### config.mk
export PLATFORM = sky130hd
export DESIGN_NAME = trimmed_mean_battery_monitor
export DESIGN_NICKNAME = d
export VERILOG_FILES = /design/src/rtl/tmbm_pkg.sv /design/src/rtl/trimmed_mean_battery_monitor.sv /design/src/rtl/tmbm_ctrl.sv /design/src/rtl/tmbm_dp.sv
export VERILOG_INCLUDE_DIRS = /design/src /design/src/rtl
export SDC_FILE = /design/constraint.sdc
export NUM_CORES = 2
export LEC_CHECK = 0
export BUFFER_PORTS_ARGS = -buffer_cell sky130_fd_sc_hd__buf_2
export CAP_MARGIN = 20
export CORE_ASPECT_RATIO = 1.2
export CORE_MARGIN = 8
export CORE_UTILIZATION = 38
export CTS_CLUSTER_SIZE = 16
export DETAILED_ROUTE_END_ITERATION = 12
export PLACE_DENSITY_LB_ADDON = 0.08
export SETUP_SLACK_MARGIN = 0.15
export SYNTH_ARGS = -nofsm -noshare
export SYNTH_HDL_FRONTEND = slang
export SYNTH_SLANG_ARGS = --single-unit
export TNS_END_PERCENT = 1
### constraint.sdc
create_clock -name clk_i -period 8.9 [get_ports clk_i]
set_input_delay 0.89 -clock clk_i [delete_from_list [all_inputs] [get_ports clk_i]]
set_output_delay 0.89 -clock clk_i [all_outputs]
set_load 0.01 [all_outputs]
### src/rtl/assert_macros.svh
// Assertion shorthands for the RTL; included by tmbm_dp.
// Each macro assumes clk_i and rst_ni are visible where it is used.
`ifndef ASSERT_MACROS_SVH
`define ASSERT_MACROS_SVH

// Check a property on every rising edge outside reset.
`define TMBM_ASSERT(lbl, prop, msg) \
  lbl: assert property (@(posedge clk_i) disable iff (!rst_ni) (prop)) else $error(msg);

// Check that a condition never holds outside reset.
`define TMBM_ASSERT_NEVER(lbl, cond, msg) \
  lbl: assert property (@(posedge clk_i) disable iff (!rst_ni) !(cond)) else $error(msg);

`endif

### src/rtl/tmbm_pkg.sv
// Shared types and constants for the trimmed mean battery monitor.
// No dependencies; used by the controller, the datapath and the top level.
`default_nettype none

package tmbm_pkg;

  localparam int unsigned SAMPLE_W        = 12;
  localparam int unsigned SUM_OUT_W       = 16;
  localparam int unsigned PCT_W           = 7;
  localparam int unsigned DEF_WINDOW_SIZE = 20;
  localparam int unsigned DEF_TRIM_COUNT  = 5;

  // Volts to percent: floor(sum * 1617 / (8192 * kept)) - 600, clamped to 0..100.
  localparam int unsigned SCALE_NUM   = 1617;
  localparam int unsigned SCALE_NUM_W = 11;
  localparam int unsigned SCALE_SHIFT = 13;
  localparam int unsigned PCT_OFFSET  = 600;
  localparam int unsigned PCT_MAX     = 100;
  localparam logic [PCT_W-1:0] LOW_PCT_RESET = 7'd25;

  typedef enum logic [2:0] {
    ST_IDLE,
    ST_LOAD,
    ST_DRAIN,
    ST_SUM,
    ST_MUL1,
    ST_MUL2,
    ST_DONE
  } tmbm_state_e;

  typedef struct packed {
    logic start;     // latch sample, clear sort row and sum
    logic rd_en;     // read window entry at index, insert it in the next cycle
    logic shift;     // shift sort row down by one
    logic acc_en;    // add bottom of sort row to sum
    logic mul1;      // scale sum
    logic mul2;      // divide by kept count
    logic load_out;  // load output register
    logic commit;    // mark window primed; advance ring pointer if already primed
  } tmbm_cmd_t;

  typedef struct packed {
    logic out_free;
  } tmbm_status_t;

endpackage

`default_nettype wire

### src/rtl/trimmed_mean_battery_monitor.sv
// Flow from input accept to out_valid_o: one window read per cycle into the insertion
// sort row, then the summing pass, two multiply stages and an output load; the load
// waits while the previous output word has not been taken.
// A new word is taken only once the last one is loaded out; the sort row is shared.
// Reset clears the ring pointer and primed flag; the first word fills the window.
// Top level; depends on tmbm_pkg, tmbm_ctrl and tmbm_dp.
`default_nettype none

module trimmed_mean_battery_monitor #(
  parameter int unsigned WINDOW_SIZE = tmbm_pkg::DEF_WINDOW_SIZE,
  parameter int unsigned TRIM_COUNT  = tmbm_pkg::DEF_TRIM_COUNT
) (
  input  wire                            clk_i,
  input  wire                            rst_ni,
  input  wire                            in_valid_i,
  output logic                           in_ready_o,
  input  wire [tmbm_pkg::SAMPLE_W-1:0]   adc_sample_i,
  output logic                           out_valid_o,
  input  wire                            out_ready_i,
  output logic [tmbm_pkg::SUM_OUT_W-1:0] trimmed_sum_o,
  output logic [tmbm_pkg::PCT_W-1:0]     battery_percent_o,
  output logic                           battery_low_o,
  input  wire                            cfg_we_i,
  input  wire [tmbm_pkg::PCT_W-1:0]      cfg_wdata_i
);
  import tmbm_pkg::*;

  localparam int unsigned IDX_W = $clog2(WINDOW_SIZE);

  tmbm_cmd_t        cmd;
  tmbm_status_t     sts;
  logic [IDX_W-1:0] idx;
  logic [PCT_W-1:0] low_pct_q;

  always_ff @(posedge clk_i or negedge rst_ni) begin
    if (!rst_ni) begin
      low_pct_q <= LOW_PCT_RESET;
    end else if (cfg_we_i) begin
      low_pct_q <= cfg_wdata_i;
    end
  end

  tmbm_ctrl #(
    .WINDOW_SIZE (WINDOW_SIZE),
    .TRIM_COUNT  (TRIM_COUNT),
    .IDX_W       (IDX_W)
  ) u_ctrl (
    .clk_i      (clk_i),
    .rst_ni     (rst_ni),
    .in_valid_i (in_valid_i),
    .in_ready_o (in_ready_o),
    .sts_i      (sts),
    .cmd_o      (cmd),
    .idx_o      (idx)
  );

  tmbm_dp #(
    .WINDOW_SIZE (WINDOW_SIZE),
    .TRIM_COUNT  (TRIM_COUNT),
    .IDX_W       (IDX_W)
  ) u_dp (
    .clk_i             (clk_i),
    .rst_ni            (rst_ni),
    .cmd_i             (cmd),
    .idx_i             (idx),
    .sts_o             (sts),
    .adc_sample_i      (adc_sample_i),
    .low_pct_i         (low_pct_q),
    .out_valid_o       (out_valid_o),
    .out_ready_i       (out_ready_i),
    .trimmed_sum_o     (trimmed_sum_o),
    .battery_percent_o (battery_percent_o),
    .battery_low_o     (battery_low_o)
  );

endmodule

`default_nettype wire

### src/rtl/tmbm_ctrl.sv
// Sequencer for the trimmed mean battery monitor.
// Depends on tmbm_pkg; drives the datapath through tmbm_cmd_t.
`default_nettype none

module tmbm_ctrl #(
  parameter int unsigned WINDOW_SIZE = tmbm_pkg::DEF_WINDOW_SIZE,
  parameter int unsigned TRIM_COUNT  = tmbm_pkg::DEF_TRIM_COUNT,
  parameter int unsigned IDX_W       = $clog2(WINDOW_SIZE)
) (
  input  wire                   clk_i,
  input  wire                   rst_ni,
  input  wire                   in_valid_i,
  output logic                  in_ready_o,
  input  tmbm_pkg::tmbm_status_t sts_i,
  output tmbm_pkg::tmbm_cmd_t   cmd_o,
  output logic [IDX_W-1:0]      idx_o
);
  import tmbm_pkg::*;

  // Last index of the summing pass: entries from WINDOW_SIZE - TRIM_COUNT up are dropped.
  localparam int unsigned SUM_LAST = (WINDOW_SIZE > TRIM_COUNT + 1) ?
                                     (WINDOW_SIZE - TRIM_COUNT - 1) : 0;
  localparam logic [IDX_W-1:0] IDX_LAST = IDX_W'(WINDOW_SIZE - 1);
  localparam logic [IDX_W-1:0] SUM_END  = IDX_W'(SUM_LAST);

  tmbm_state_e      state_q, state_d;
  logic [IDX_W-1:0] cnt_q, cnt_d;

  always_ff @(posedge clk_i or negedge rst_ni) begin
    if (!rst_ni) begin
      state_q <= ST_IDLE;
      cnt_q   <= '0;
    end else begin
      state_q <= state_d;
      cnt_q   <= cnt_d;
    end
  end

  always_comb begin
    state_d    = state_q;
    cnt_d      = cnt_q;
    cmd_o      = '0;
    in_ready_o = 1'b0;
    case (state_q)
      ST_IDLE: begin
        in_ready_o = 1'b1;
        if (in_valid_i) begin
          cmd_o.start = 1'b1;
          cnt_d       = '0;
          state_d     = ST_LOAD;
        end
      end
      ST_LOAD: begin
        cmd_o.rd_en = 1'b1;
        if (cnt_q == IDX_LAST) begin
          cnt_d   = '0;
          state_d = ST_DRAIN;
        end else begin
          cnt_d = cnt_q + 1'b1;
        end
      end
      ST_DRAIN: begin
        // last read word lands in the sort row here
        state_d = ST_SUM;
      end
      ST_SUM: begin
        cmd_o.shift  = 1'b1;
        cmd_o.acc_en = (int'(cnt_q) >= int'(TRIM_COUNT));
        if (cnt_q == SUM_END) begin
          cnt_d   = '0;
          state_d = ST_MUL1;
        end else begin
          cnt_d = cnt_q + 1'b1;
        end
      end
      ST_MUL1: begin
        cmd_o.mul1 = 1'b1;
        state_d    = ST_MUL2;
      end
      ST_MUL2: begin
        cmd_o.mul2 = 1'b1;
        state_d    = ST_DONE;
      end
      ST_DONE: begin
        if (sts_i.out_free) begin
          cmd_o.load_out = 1'b1;
          cmd_o.commit   = 1'b1;
          state_d        = ST_IDLE;
        end
      end
      default: begin
        state_d = ST_IDLE;
      end
    endcase
  end

  assign idx_o = cnt_q;

endmodule

`default_nettype wire

### src/rtl/tmbm_dp.sv
// Datapath: sample ring memory, insertion sort row, trimmed sum, percent scaling.
// Depends on tmbm_pkg and assert_macros.svh; steered by tmbm_ctrl.
`default_nettype none

module tmbm_dp #(
  parameter int unsigned WINDOW_SIZE = tmbm_pkg::DEF_WINDOW_SIZE,
  parameter int unsigned TRIM_COUNT  = tmbm_pkg::DEF_TRIM_COUNT,
  parameter int unsigned IDX_W       = $clog2(WINDOW_SIZE)
) (
  input  wire                               clk_i,
  input  wire                               rst_ni,
  input  tmbm_pkg::tmbm_cmd_t               cmd_i,
  input  wire [IDX_W-1:0]                   idx_i,
  output tmbm_pkg::tmbm_status_t            sts_o,
  input  wire [tmbm_pkg::SAMPLE_W-1:0]      adc_sample_i,
  input  wire [tmbm_pkg::PCT_W-1:0]         low_pct_i,
  output logic                              out_valid_o,
  input  wire                               out_ready_i,
  output logic [tmbm_pkg::SUM_OUT_W-1:0]    trimmed_sum_o,
  output logic [tmbm_pkg::PCT_W-1:0]        battery_percent_o,
  output logic                              battery_low_o
);
  import tmbm_pkg::*;
  `include "assert_macros.svh"

  localparam int unsigned SUM_W   = SAMPLE_W + $clog2(WINDOW_SIZE);
  localparam int unsigned PROD1_W = SUM_W + SCALE_NUM_W;
  localparam int unsigned T_W     = SUM_W - 2;  // width of sum * 1617 >> 13
  localparam int unsigned KEPT    = (WINDOW_SIZE > 2 * TRIM_COUNT) ?
                                    (WINDOW_SIZE - 2 * TRIM_COUNT) : 0;
  localparam int unsigned KEPT_D  = (KEPT > 0) ? KEPT : 1;
  localparam int unsigned RCP_SH  = T_W + $clog2(KEPT_D);
  localparam longint unsigned RCP = ((64'd1 << RCP_SH) + KEPT_D - 1) / KEPT_D;
  localparam logic [T_W:0] RCP_M  = (T_W + 1)'(RCP);
  localparam int unsigned PROD2_W = 2 * T_W + 1;
  localparam int unsigned ROW_W   = SAMPLE_W + 1;
  // Empty slot marker sorts above every sample.
  localparam logic [ROW_W-1:0] ROW_EMPTY = {1'b1, {SAMPLE_W{1'b0}}};

  logic [SAMPLE_W-1:0] win_mem [WINDOW_SIZE];
  logic [SAMPLE_W-1:0] rd_q;
  logic                rd_vld_q;
  logic                use_smp_q;
  logic [SAMPLE_W-1:0] smp_q;
  logic [IDX_W-1:0]    oldest_q;
  logic                primed_q;
  logic                mem_we;
  logic [ROW_W-1:0]    row_q [WINDOW_SIZE];
  logic [ROW_W-1:0]    row_d [WINDOW_SIZE];
  logic [ROW_W-1:0]    ins_val;
  logic [SUM_W-1:0]    sum_q;
  logic [PROD1_W-1:0]  prod1_q;
  logic [PROD2_W-1:0]  prod2_q;
  logic [T_W-1:0]      quo;
  logic [T_W-1:0]      quo_off;
  logic [PCT_W-1:0]    pct;
  logic [SUM_OUT_W-1:0] sum_sat;
  logic                out_vld_q;
  logic [SUM_OUT_W-1:0] sum_out_q;
  logic [PCT_W-1:0]    pct_q;
  logic                low_q;

  // Overwrite every entry while priming, otherwise only the oldest one.
  assign mem_we = cmd_i.rd_en && (!primed_q || idx_i == oldest_q);

  always_ff @(posedge clk_i) begin
    if (mem_we) begin
      win_mem[idx_i] <= smp_q;
    end
    if (cmd_i.rd_en) begin
      rd_q <= win_mem[idx_i];
    end
  end

  always_ff @(posedge clk_i or negedge rst_ni) begin
    if (!rst_ni) begin
      rd_vld_q <= 1'b0;
      oldest_q <= '0;
      primed_q <= 1'b0;
    end else begin
      rd_vld_q <= cmd_i.rd_en;
      if (cmd_i.commit) begin
        primed_q <= 1'b1;
        if (primed_q) begin
          oldest_q <= (oldest_q == IDX_W'(WINDOW_SIZE - 1)) ? '0 : oldest_q + 1'b1;
        end
      end
    end
  end

  // Memory read returns pre-write data; take the new sample for the written slot.
  assign ins_val = use_smp_q ? {1'b0, smp_q} : {1'b0, rd_q};

  always_comb begin
    for (int j = 0; j < int'(WINDOW_SIZE); j++) begin
      row_d[j] = row_q[j];
      if (cmd_i.start) begin
        row_d[j] = ROW_EMPTY;
      end else if (rd_vld_q) begin
        if (row_q[j] > ins_val) begin
          if (j == 0) begin
            row_d[j] = ins_val;
          end else begin
            row_d[j] = (row_q[j-1] > ins_val) ? row_q[j-1] : ins_val;
          end
        end
      end else if (cmd_i.shift) begin
        row_d[j] = (j == int'(WINDOW_SIZE) - 1) ? ROW_EMPTY : row_q[(j + 1) % WINDOW_SIZE];
      end
    end
  end

  always_ff @(posedge clk_i) begin
    for (int j = 0; j < int'(WINDOW_SIZE); j++) begin
      row_q[j] <= row_d[j];
    end
    if (cmd_i.start) begin
      smp_q <= adc_sample_i;
      sum_q <= '0;
    end else if (cmd_i.acc_en) begin
      sum_q <= sum_q + SUM_W'(row_q[0][SAMPLE_W-1:0]);
    end
    if (cmd_i.rd_en) begin
      use_smp_q <= mem_we;
    end
    if (cmd_i.mul1) begin
      prod1_q <= PROD1_W'(sum_q) * PROD1_W'(SCALE_NUM);
    end
    if (cmd_i.mul2) begin
      prod2_q <= PROD2_W'(prod1_q[PROD1_W-1:SCALE_SHIFT]) * PROD2_W'(RCP_M);
    end
  end

  // Clamp (q - 600) to 0..100.
  assign quo     = T_W'(prod2_q >> RCP_SH);
  assign quo_off = quo - T_W'(PCT_OFFSET);
  always_comb begin
    if (quo < T_W'(PCT_OFFSET)) begin
      pct = '0;
    end else if (quo_off > T_W'(PCT_MAX)) begin
      pct = PCT_W'(PCT_MAX);
    end else begin
      pct = PCT_W'(quo_off);
    end
  end

  assign sum_sat = (|(sum_q >> SUM_OUT_W)) ? {SUM_OUT_W{1'b1}} : SUM_OUT_W'(sum_q);

  always_ff @(posedge clk_i or negedge rst_ni) begin
    if (!rst_ni) begin
      out_vld_q <= 1'b0;
    end else if (cmd_i.load_out) begin
      out_vld_q <= 1'b1;
    end else if (out_ready_i) begin
      out_vld_q <= 1'b0;
    end
  end

  always_ff @(posedge clk_i) begin
    if (cmd_i.load_out) begin
      sum_out_q <= sum_sat;
      pct_q     <= pct;
      low_q     <= (pct < low_pct_i);
    end
  end

  assign sts_o.out_free    = !out_vld_q || out_ready_i;
  assign out_valid_o       = out_vld_q;
  assign trimmed_sum_o     = sum_out_q;
  assign battery_percent_o = pct_q;
  assign battery_low_o     = low_q;

  `TMBM_ASSERT(a_load_no_clobber, cmd_i.load_out |-> (!out_vld_q || out_ready_i), "output word overwritten before taken")
  `TMBM_ASSERT(a_primed_sticky, primed_q |=> primed_q, "window primed flag dropped")
  `TMBM_ASSERT_NEVER(a_oldest_range, int'(oldest_q) >= int'(WINDOW_SIZE), "ring pointer out of range")
  `TMBM_ASSERT(a_pct_range, out_vld_q |-> (pct_q <= PCT_W'(PCT_MAX)), "battery percent above 100")

endmodule

`default_nettype wire
==> flow_summary.ini <==
[clock_network]
cts-resized-gates = 0
numCtsBuffers = 73
tritoncts_num_sinks = 616
clkSlewWorstSetupHoldPaths_ps = 60
clock_path_buffers = 3
cts_hold_buffers = 0
clock_tree.htree_level_count = 3
buffers_inserted_by_post_cts_timing_repair = 0
cts-root-buf = clkbuf_16
clock_latency_ps = 650
tritoncts = yes

[grt]
global_route.usage.met1_pct = 27.76
antenna_found_initial = 5
grt_pass1_wl_um = 180000
gr_util_all_layers_pct = 20.37
groute.layer.met3.usage_pct = 2.436
gr-total-overflow = 0
grt_max_degree = 127
gr-max-usage-layer = met2
grt.met2_usage_pct = 34.01
grt_pass1_vias = 28860

[timing]
finalSetupTns_ps = 0
layout_worst_path_cycle_share_pct = 65.59
setup_repair_after_global_routing_missed_its_margin = no
maxSlewViolCount = 0
setup_viol = 0
hold_viol_final = 0
fmax_mhz = 171.3
slew_headroom_pct = 27.88
finClkSkew_ps = 32.49
timing.final.crit_period_ps = 5838
max_slew.worst_pin.slew_ps = 1082

[floorplan]
die_height_um = 367.2
dieArea_um2 = 113300
placementRows = 129
coreArea_um2 = 102500
die_width_um = 308.6
boundaryPins = 50
initial_core_utilization_pct = 38.10

[setup_path]
cp-end-kind = flop
cpLargestDelayFamily = adder cells
reg2reg_to = u_dp.prod2_q[27]
critical_path.slowest_cell = fa_1
cp.required_ps = 9300
reg2regPathDepth = 21
cp.buffers_inverters = 4
crit-reg2reg-launch = u_dp.prod1_q[22]
critical_path_class = reg2reg
critical_path.cell_chain = ha_1 -> inv_1 -> fa_1 -> fa_1 -> inv_1 -> ha_1 -> a21o_1 -> fa_1 -> inv_1 -> fa_1 -> inv_1 -> ha_1 -> a21o_1 -> a21o_1 -> a21oi_1 -> nor2_1 -> a2111oi_4 -> nor2_1 -> a21oi_1 -> o21bai_1 -> xor2_1
r2r_setup_slack_ps = 3060
timing.critical_path.from_type = flop
worst_path_max_stage_delay_ps = 530
critical_path.max_fanout = 5
arrival_ps = 6240

[synth]
synth_largest_type_area_fraction_pct = 24.30
synth_enable_flop_cells = 316
ys_types = 88
synth.yosys.warnings = 0
ys_top_cells_by_count = ha_1 (461), edfxtp_1 (316), a21oi_1 (285), o21ai_0 (285), dfxtp_1 (277)
synth.largest_area_cell = edfxtp_1
synthCells = 3671
syn_nets = 4246
synth.top_cells.by_area = edfxtp_1 (24%), ha_1 (15%), dfxtp_1 (14%)
syn_avg_cell_area_um2 = 10.64
synth-seq-area-share_pct = 39.99
synth_cell_area_um2 = 39050
synthFlopType = edfxtp_1
synth_seq_cells = 616
synth-async-reset-ratio_pct = 3.734
yosys.cell_count.top_type = ha_1

[finish]
finalNetCount = 4250
drive_above_1_share_pct = 11.59
area.growth.synth_to_final_pct = 10.96

[routing]
drt-vias-per-instance = 5.574
drt-total-wl_um = 117300
post_drt_wl_per_cell_um = 22.94
route.vias.total = 28490
drt_pass1_iterations = 7
final_antenna_net_count = 0
first_iter_violations = 1590
route.detailed.drc = 0

[status]
status = finished clean

[flow_run]
cap_viol_max_count = 0

[place]
io_buffers = 49
hpwlAfterDp_um = 79150
finalWeightedCongestion = 0.8246

[worst_hold_path]
hold_path.class = in2async
cells by family (layout without fill, tap and decap cells):
| group | count (synthesis) | in the layout | synth area share, % |
|---|---|---|---|
| fa+ha+maj | 551 | 551 | 19.39 |
| other cells | 0 | 1 | 0 |
| compound gates | 1030 | 1030 | 16.63 |
| mux | 306 | 306 | 9.997 |
| buf+inv | 438 | 502 | 4.540 |
| xor+xnor | 53 | 53 | 1.189 |
| simple gates | 677 | 677 | 8.276 |
| flops | 616 | 616 | 39.99 |
registers in the layout, summed over array words and instances, names as in the netlist:
signal / count
u_dp.use_smp_q: 1
u_dp.smp_q: 12
u_dp.primed_q: 1
u_dp.rd_q: 12
u_dp.out_valid_o: 1
u_ctrl.state_q: 3
u_dp.win_mem: 240
u_dp.rd_vld_q: 1
u_dp.prod1_q: 15
u_dp.battery_percent_o: 7
u_dp.row_q: 260
low_pct_q: 7
u_ctrl.idx_o: 5
u_dp.sum_q: 17
u_dp.oldest_q: 5
u_dp.battery_low_o: 1
u_dp.prod2_q: 12
u_dp.trimmed_sum_o: 16
per-stage QoR:
stage | worst slack, ps | cells | hold WS, ps | instance area (um^2) | utilization [%]
2_1_floorplan | 3465 | 3671 | 446.1 | 39050 | -
3_3_place_gp | 3043 | 4974 | 474.8 | 40820 | 39.83
3_5_place_dp | 2989 | 4974 | 481.5 | 40820 | 39.83
4_1_cts | 2976 | 5109 | 191.5 | 43320 | 42.26
5_1_grt | 2742 | 5110 | 229.9 | 43320 | 42.27
6_report | 3062 | 5111 | 217.8 | 43330 | 42.27
placed cells by master (no fill, tap or decap), types with 49 or more instances in the layout:
cell type and instances:
a21o_1 71, mux2i_1 174, mux2_2 71, o21a_1 66, mux4_2 60, ha_1 461, buf_4 68, dfxtp_1 277
a211oi_1 84, nor2_1 195, o21ai_0 284, nand2_1 188, a21oi_1 285, clkbuf_16 73, inv_1 246, buf_2 49
and3_1 53, fa_1 90, edfxtp_1 316
how the worst max path moves through the flow:
stage / from / endpoint / slack, ps / cells after the start
after floorplan: u_dp.prod1_q[22] / u_dp.prod2_q[27] / 3470 / 21
after global placement: u_dp.prod1_q[22] / u_dp.prod2_q[27] / 3040 / 21
after detailed placement: u_dp.prod1_q[22] / u_dp.prod2_q[27] / 2990 / 21
after CTS: u_dp.prod1_q[22] / u_dp.prod2_q[27] / 2980 / 21
after global routing: u_dp.prod1_q[22] / u_dp.prod2_q[27] / 2740 / 21
final: u_dp.prod1_q[22] / u_dp.prod2_q[27] / 3060 / 21
metal layers:
metal	wire length (um)	up-vias
met2	56210	522
met5	0	-
met4	2794	0
met3	4013	156
li1	-	13670
met1	54250	14140
area by class of cell:
cell class / instances / area [um^2]
fill: 9877 / 59170
multi-input combinational: 2617 / 21760
sequential: 616 / 15620
clock buffer: 93 / 1942
tap: 1375 / 1720
inverter: 248 / 934.6
timing repair buffer: 119 / 795.8
clock inverter: 42 / 551.8
antenna: 1 / 2.502
Power is left out: the tool's default activity adds up to more than one toggle a clock period on the data nets, which glitch-free logic cannot reach.
